==> src/hw/rtl/fre_pkg.sv <==
package fre_pkg;

  // Record counter width; record_index carries its low RIDX_OUT_W bits.
  localparam int RECORD_INDEX_BITS = 16;
  localparam int RIDX_OUT_W        = 16;

  // seq_kind codes
  localparam logic [1:0] SEQ_DNA     = 2'd0;
  localparam logic [1:0] SEQ_RNA     = 2'd1;
  localparam logic [1:0] SEQ_PROTEIN = 2'd2;

  // Byte values the parser and encoder care about
  localparam logic [7:0] CH_TAB   = 8'h09;
  localparam logic [7:0] CH_LF    = 8'h0A;
  localparam logic [7:0] CH_CR    = 8'h0D;
  localparam logic [7:0] CH_SPACE = 8'h20;
  localparam logic [7:0] CH_STAR  = 8'h2A;
  localparam logic [7:0] CH_GT    = 8'h3E;
  localparam logic [7:0] CH_UA    = 8'h41;
  localparam logic [7:0] CH_UC    = 8'h43;
  localparam logic [7:0] CH_UG    = 8'h47;
  localparam logic [7:0] CH_UN    = 8'h4E;
  localparam logic [7:0] CH_UT    = 8'h54;
  localparam logic [7:0] CH_UU    = 8'h55;
  localparam logic [7:0] CH_UZ    = 8'h5A;
  localparam logic [7:0] CH_LA    = 8'h61;
  localparam logic [7:0] CH_LZ    = 8'h7A;
  localparam logic [7:0] CASE_OFS = 8'h20;

  localparam logic signed [7:0] PROT_STAR    = 8'sd1;
  localparam logic signed [7:0] PROT_UNKNOWN = 8'sd101;

  typedef struct packed {
    logic [7:0] in_byte;
    logic       file_end;
  } in_item_t;

  typedef struct packed {
    logic signed [7:0]       residue_code;
    logic [RIDX_OUT_W-1:0]   record_index;
    logic                    record_first;
  } out_item_t;

  // Parser decision for the item in the input register
  typedef struct packed {
    logic                    emit;
    logic                    first;
    logic [RIDX_OUT_W-1:0]   index;
  } parse_res_t;

  // Amino acid code for uppercase letter A..Z, given as offset from 'A'
  function automatic logic signed [7:0] prot_upper(input logic [4:0] idx);
    logic signed [7:0] v;
    case (idx)
      5'd0:  v = 8'sd2;
      5'd1:  v = 8'sd73;
      5'd2:  v = 8'sd11;
      5'd3:  v = 8'sd7;
      5'd4:  v = 8'sd13;
      5'd5:  v = 8'sd43;
      5'd6:  v = 8'sd19;
      5'd7:  v = 8'sd23;
      5'd8:  v = 8'sd29;
      5'd9:  v = 8'sd83;
      5'd10: v = 8'sd37;
      5'd11: v = 8'sd31;
      5'd12: v = 8'sd41;
      5'd13: v = 8'sd5;
      5'd14: v = 8'sd97;
      5'd15: v = 8'sd47;
      5'd16: v = 8'sd17;
      5'd17: v = 8'sd3;
      5'd18: v = 8'sd53;
      5'd19: v = 8'sd59;
      5'd20: v = 8'sd89;
      5'd21: v = 8'sd71;
      5'd22: v = 8'sd61;
      5'd23: v = 8'sd101;
      5'd24: v = 8'sd67;
      5'd25: v = 8'sd79;
      default: v = PROT_UNKNOWN;
    endcase
    return v;
  endfunction

endpackage

==> src/hw/rtl/fre_encoder.sv <==
module fre_encoder (
  input  logic [7:0]        in_byte,
  input  logic [1:0]        seq_kind,
  output logic signed [7:0] residue_code
);
  import fre_pkg::*;

  logic              is_lower;
  logic              is_upper;
  logic [7:0]        up;
  logic [7:0]        ofs;
  logic signed [7:0] nuc_base;
  logic signed [7:0] nuc;
  logic signed [7:0] prot;

  always_comb begin
    is_lower = (in_byte >= CH_LA) && (in_byte <= CH_LZ);
    is_upper = (in_byte >= CH_UA) && (in_byte <= CH_UZ);
    up       = is_lower ? (in_byte - CASE_OFS) : in_byte;
    ofs      = up - CH_UA;

    case (up)
      CH_UA:        nuc_base = 8'sd1;
      CH_UG:        nuc_base = 8'sd2;
      CH_UT, CH_UU: nuc_base = -8'sd1;
      CH_UC:        nuc_base = -8'sd2;
      CH_UN:        nuc_base = 8'sd3;
      default:      nuc_base = 8'sd0;
    endcase
    // lowercase masking: times five as shift and add
    nuc = is_lower ? ((nuc_base <<< 2) + nuc_base) : nuc_base;

    if (in_byte == CH_STAR) begin
      prot = PROT_STAR;
    end else if (is_upper) begin
      prot = prot_upper(ofs[4:0]);
    end else if (is_lower) begin
      prot = -prot_upper(ofs[4:0]);
    end else begin
      prot = PROT_UNKNOWN;
    end

    residue_code = (seq_kind == SEQ_PROTEIN) ? prot : nuc;
  end

endmodule

==> src/hw/rtl/fre_parser.sv <==
module fre_parser (
  input  logic              clk,
  input  logic              rst,
  input  logic              step,
  input  fre_pkg::in_item_t item,
  output fre_pkg::parse_res_t res
);
  import fre_pkg::*;

  logic                         at_line_start, at_line_start_next;
  logic                         in_header_line, in_header_line_next;
  logic                         header_seen, header_seen_next;
  logic                         record_has_residue, record_has_residue_next;
  logic [RECORD_INDEX_BITS-1:0] next_record_number, next_record_number_next;
  logic                         blank;

  always_comb begin
    blank = (item.in_byte == CH_SPACE) ||
            ((item.in_byte >= CH_TAB) && (item.in_byte <= CH_CR));

    at_line_start_next      = at_line_start;
    in_header_line_next     = in_header_line;
    header_seen_next        = header_seen;
    record_has_residue_next = record_has_residue;
    next_record_number_next = next_record_number;
    res.emit                = 1'b0;
    res.first               = !record_has_residue;
    res.index               = RIDX_OUT_W'(next_record_number);

    if (item.file_end) begin
      at_line_start_next      = 1'b1;
      in_header_line_next     = 1'b0;
      header_seen_next        = 1'b0;
      record_has_residue_next = 1'b0;
      next_record_number_next = '0;
    end else if (item.in_byte == CH_LF) begin
      at_line_start_next  = 1'b1;
      in_header_line_next = 1'b0;
    end else begin
      at_line_start_next = 1'b0;
      if (at_line_start && (item.in_byte == CH_GT)) begin
        // empty records do not use up an index
        if (header_seen && record_has_residue) begin
          next_record_number_next = next_record_number + 1'b1;
        end
        header_seen_next        = 1'b1;
        in_header_line_next     = 1'b1;
        record_has_residue_next = 1'b0;
      end else if (!in_header_line && header_seen && !blank) begin
        res.emit                = 1'b1;
        record_has_residue_next = 1'b1;
      end
    end
  end

  always_ff @(posedge clk) begin
    if (rst) begin
      at_line_start      <= 1'b1;
      in_header_line     <= 1'b0;
      header_seen        <= 1'b0;
      record_has_residue <= 1'b0;
      next_record_number <= '0;
    end else if (step) begin
      at_line_start      <= at_line_start_next;
      in_header_line     <= in_header_line_next;
      header_seen        <= header_seen_next;
      record_has_residue <= record_has_residue_next;
      next_record_number <= next_record_number_next;
    end
  end

endmodule

==> src/hw/rtl/fasta_residue_encoder.sv <==
// A byte accepted into the input register s1_item is parsed and encoded there; its residue loads
// into out_item once the result register is free, and is offered from out_item with out_valid.
// Throughput: one byte per cycle; the input register, the parser flags and the
// result register all advance together when the result register is free.
// Bytes that give no residue (headers, line ends, whitespace, end of file) never stall.
// Reset (rst, synchronous): both registers empty, parser at line start with no
// record open, record counter zero, seq_kind DNA.
module fasta_residue_encoder (
  input  logic               clk,
  input  logic               rst,
  input  logic               in_valid,
  output logic               in_ready,
  input  fre_pkg::in_item_t  in_item,
  output logic               out_valid,
  input  logic               out_ready,
  output fre_pkg::out_item_t out_item,
  input  logic               cfg_we,
  input  logic [1:0]         cfg_data
);
  import fre_pkg::*;

  logic              seq_kind;
  logic [1:0]        seq_kind_reg;
  logic              s1_valid;
  in_item_t          s1_item;
  logic              s1_step;
  logic              out_free;
  parse_res_t        res;
  logic signed [7:0] code;

  assign seq_kind = (seq_kind_reg == SEQ_PROTEIN);

  fre_parser u_parser (
    .clk  (clk),
    .rst  (rst),
    .step (s1_step),
    .item (s1_item),
    .res  (res)
  );

  fre_encoder u_encoder (
    .in_byte      (s1_item.in_byte),
    .seq_kind     (seq_kind_reg),
    .residue_code (code)
  );

  assign out_free = !out_valid || out_ready;
  // hold the input register only when it has a residue and the result slot is full
  assign s1_step  = s1_valid && (!res.emit || out_free);
  assign in_ready = !s1_valid || s1_step;

  always_ff @(posedge clk) begin
    if (rst) begin
      seq_kind_reg <= SEQ_DNA;
    end else if (cfg_we) begin
      seq_kind_reg <= cfg_data;
    end
  end

  always_ff @(posedge clk) begin
    if (rst) begin
      s1_valid <= 1'b0;
    end else if (in_ready) begin
      s1_valid <= in_valid;
    end
  end

  always_ff @(posedge clk) begin
    if (in_ready && in_valid) begin
      s1_item <= in_item;
    end
  end

  always_ff @(posedge clk) begin
    if (rst) begin
      out_valid <= 1'b0;
    end else if (out_free) begin
      out_valid <= s1_step && res.emit;
    end
  end

  always_ff @(posedge clk) begin
    if (out_free && s1_step && res.emit) begin
      out_item.residue_code <= code;
      out_item.record_index <= res.index;
      out_item.record_first <= res.first;
    end
  end

  a_empty_stage_ready : assert property (@(posedge clk) disable iff (rst)
    !s1_valid |-> in_ready)
    else $error("input register empty but not ready");

  a_code_range : assert property (@(posedge clk) disable iff (rst)
    out_valid |-> (out_item.residue_code >= -8'sd101) &&
                  (out_item.residue_code <= 8'sd101))
    else $error("residue code out of range");

  a_nuc_codes : assert property (@(posedge clk) disable iff (rst)
    (out_valid && !seq_kind) |->
      (out_item.residue_code == 8'sd0)  || (out_item.residue_code == 8'sd1) ||
      (out_item.residue_code == 8'sd2)  || (out_item.residue_code == 8'sd3) ||
      (out_item.residue_code == -8'sd1) || (out_item.residue_code == -8'sd2) ||
      (out_item.residue_code == 8'sd5)  || (out_item.residue_code == 8'sd10) ||
      (out_item.residue_code == 8'sd15) || (out_item.residue_code == -8'sd5) ||
      (out_item.residue_code == -8'sd10))
    else $error("nucleotide code not in table");

  a_no_drop : assert property (@(posedge clk) disable iff (rst)
    (s1_valid && res.emit && out_valid && !out_ready) |=> s1_valid)
    else $error("residue dropped while result stalled");

endmodule

==> config.mk <==
export PLATFORM = sky130hd
export DESIGN_NAME = fasta_residue_encoder
export DESIGN_NICKNAME = d
export VERILOG_FILES = /design/src/hw/rtl/fre_pkg.sv /design/src/hw/rtl/fre_encoder.sv /design/src/hw/rtl/fre_parser.sv /design/src/hw/rtl/fasta_residue_encoder.sv
export SDC_FILE = /design/constraint.sdc
export NUM_CORES = 1
export LEC_CHECK = 0
export BUFFER_PORTS_ARGS = -buffer_cell sky130_fd_sc_hd__buf_2
export CORE_MARGIN = 2
export CORE_UTILIZATION = 59
export CTS_CLUSTER_SIZE = 25
export DETAILED_ROUTE_END_ITERATION = 12
export PLACE_DENSITY = 0.81
export SETUP_SLACK_MARGIN = 0.15
export SLEW_MARGIN = 25
export SYNTH_ARGS = -nofsm -noshare
export SYNTH_HDL_FRONTEND = slang
export SYNTH_SLANG_ARGS = --single-unit
==> constraint.sdc <==
create_clock -name clk -period 4 [get_ports clk]
set_input_delay 0.6 -clock clk [delete_from_list [all_inputs] [get_ports clk]]
set_output_delay 0.6 -clock clk [all_outputs]
set_load 0.01 [all_outputs]
==> results.ini <==
[placement]
place_congestion = 0.9307
place_ws_ps = 591.4
portBuffers = 42
placed_cell_area_sq_um = 3885
hpwl_um = 5825

[sta]
hold_viol = 0
slew_violations = 0
max_slew_margin = 0.4659
fmax_mhz = 285.4
finalSetupTns_ps = 0
rsz0062_at_grt = false
post-route-min-period_ps = 3504
period_share = 0.8761
finalSetupViolCount = 0
setup_ws_ps = 495.8
worst_pin_slew_ps = 801.2
fin_worst_skew_ps = 9.901
holdWs_ps = 431.5

[clocking]
cts-resized-gates = 0
cts_hold_buf = 0
path_clk_slew_ps = 60
clock_latency_ps = 350
clock_path_buffers = 2
cts_buffers = 9
cts_root_buffer = clkbuf_8
clock_sinks = 58
cts_max_level = 3
post_cts_buffers = 0
tritoncts = built

[hold_path]
min_path_type = primary input to flop

[logic_synthesis]
synth_cell_type_count = 73
yosysSeqAreaShare = 0.4087
syn_area_sq_um = 3674
synth_edf_count = 34
ys_seq_elements = 58
syn_inst = 387
synthFlopType = edfxtp_1
synth_nets = 417
async_reset_ff_frac = 0
syn-mean-instance-area_sq_um = 9.492
yosysWarnings = 0

[routing]
drtAntennaViolNets = 0
num_vias = 3185
post_drt_wl_per_cell_um = 16.52
via_per_inst = 6.282
routed_wl_um = 8377
drc = 0
drt_iter0_markers = 326
dr.pass1.iters = 5

[grt]
grt_pass1_vias = 2953
grt_pass1_wl_um = 13980
grt_overflow = 0
grt_use_total = 0.2475
grt_antenna_before_repair = 0
grt_max_degree = 31

[die]
dieWidth_um = 82.91
pin_count = 43
die_area_sq_um = 6873
row_count = 28
start_util = 0.6168
core_area_sq_um = 5956
die_h_um = 82.91

[critical_path]
critical_path_peak_fanout = 16
end_kind = output pin
worst_ep_arrival_time_ps = 2900
critical_path.startpoint_type = flop
critPathKind = flop to output pin
critical_path_required_ps = 3400

[final_layout]
final_cell_area_sq_um = 4115
antennaDiodeCount = 0
largestRegisters = out_item: 25 flops, u_parser.next_record_number: 16 flops, s1_item: 9 flops
largest_reg_flops = 25
synthToLayoutAreaGrowth_pct = 12.02
fillers = 468
largest-register = out_item
drive_gt1_frac = 0.2083
nNetsFinal = 457

[flow_run]
max_cap_violations = 0

[power]
ir_worst_vdd_uv = 303.9
finalPower_mw = 1.440
p_leak_nw = 1.611
powerDensity_nw_per_um2 = 349.8

[run_status]
status = finished clean

==> cell usage after synthesis (all sizes together), types with 5 or more instances <==
library cell   n  area share
nor2          42       0.044
a31oi         11       0.019
xor2          12       0.029
ha            14       0.048
inv           14       0.014
nor3b          5       0.013
or3            5      0.0085
dfxtp         24        0.13
nor3          14       0.022
a21oi         19       0.027
buf           17       0.038
nor2b          7       0.012
mux2i          5       0.014
o21ai         19       0.026
nand3         12       0.016
o211ai         9       0.020
a21o           7       0.014
edfxtp        34        0.28
nand2         26       0.027
nand2b         9       0.015
and3           8       0.014
nand4         13       0.022
==> critical path, cell delays in order, from the launching register on <==
cell	delay, ps
edfxtp_1	390
inv_1	210
ha_2	410
xnor2_1	230
o211ai_1	240
a21oi_1	110
nor3b_2	310
nand4_1	220
or2_1	290
buf_2	150
==> final cells by class <==
class / count / area, sq um / area share
clock buffers: 15 / 197.7 / 0.04804
clock inverters: 1 / 30.03 / 0.007297
inverters: 14 / 52.55 / 0.01277
multi-input cells: 294 / 1969 / 0.4786
flip-flops and latches: 58 / 1501 / 0.3649
well taps: 75 / 93.84 / 0.02280
repair buffers: 50 / 270.3 / 0.06567
==> metal layers <==
| metal | track usage | wire [um] | up-vias |
|---|---|---|---|
| met5 | 0 | 0 | - |
| met4 | 0.08495 | 130 | 0 |
| met3 | 0.05964 | 660 | 11 |
| met2 | 0.3952 | 4044 | 151 |
| met1 | 0.3303 | 3542 | 1500 |
| li1 | - | - | 1523 |
==> layout by cell type, fill, tap and decap left out, drive strengths merged, types with 3 or more instances in the layout <==
| master | n |
|---|---|
| a21o | 7 |
| a21oi | 19 |
| a22oi | 3 |
| a31o | 3 |
| a31oi | 11 |
| a32oi | 3 |
| and2 | 4 |
| and3 | 8 |
| buf | 50 |
| clkbuf | 15 |
| dfxtp | 24 |
| edfxtp | 34 |
| ha | 14 |
| inv | 14 |
| mux2i | 5 |
| nand2 | 26 |
| nand2b | 9 |
| nand3 | 12 |
| nand4 | 13 |
| nor2 | 42 |
| nor2b | 7 |
| nor3 | 14 |
| nor3b | 5 |
| o2111ai | 3 |
| o211ai | 9 |
| o21ai | 19 |
| o31ai | 3 |
| or3 | 5 |
| xnor2 | 4 |
| xor2 | 12 |
==> per-stage QoR <==
stage	util	cells
6_report	0.6910	507
5_1_grt	0.6910	507
4_1_cts	0.6905	507
3_5_place_dp	0.6523	491
3_3_place_gp	0.6523	491
2_1_floorplan	-	387
==> power by group <==
group / internal, mW / leakage [nW] / switching, mW / total [mW]
clock network: 0.377 / 0.115 / 0.226 / 0.603
logic: 0.0724 / 0.986 / 0.113 / 0.185
registers: 0.637 / 0.509 / 0.0144 / 0.651
total: 1.09 / 1.61 / 0.353 / 1.44
==> final timing paths <==
kind | cells after the start | startpoint | slack (ps) | endpoint
min | 1 | in_item[6] | 430 | s1_item[6]
max | 9 | s1_item[2] | 500 | in_ready
max reg2reg | 12 | s1_item[2] | 670 | out_item[23]
min reg2reg | 0 | u_parser.next_record_number[15] | 460 | out_item[16]
==> cell families (layout without fill, tap and decap cells) <==
logic type      after synthesis  after routing  share of synthesized area
simple gates                157            157                     0.2326
compound gates              100            100                     0.1945
flops                        58             58                     0.4087
buf+inv                      35             80                    0.05654
xor+xnor                     16             16                    0.04019
fa+ha+maj                    14             14                    0.04768
mux                           7              7                    0.01975
No activity file was read; power rests on OpenSTA's default activity.
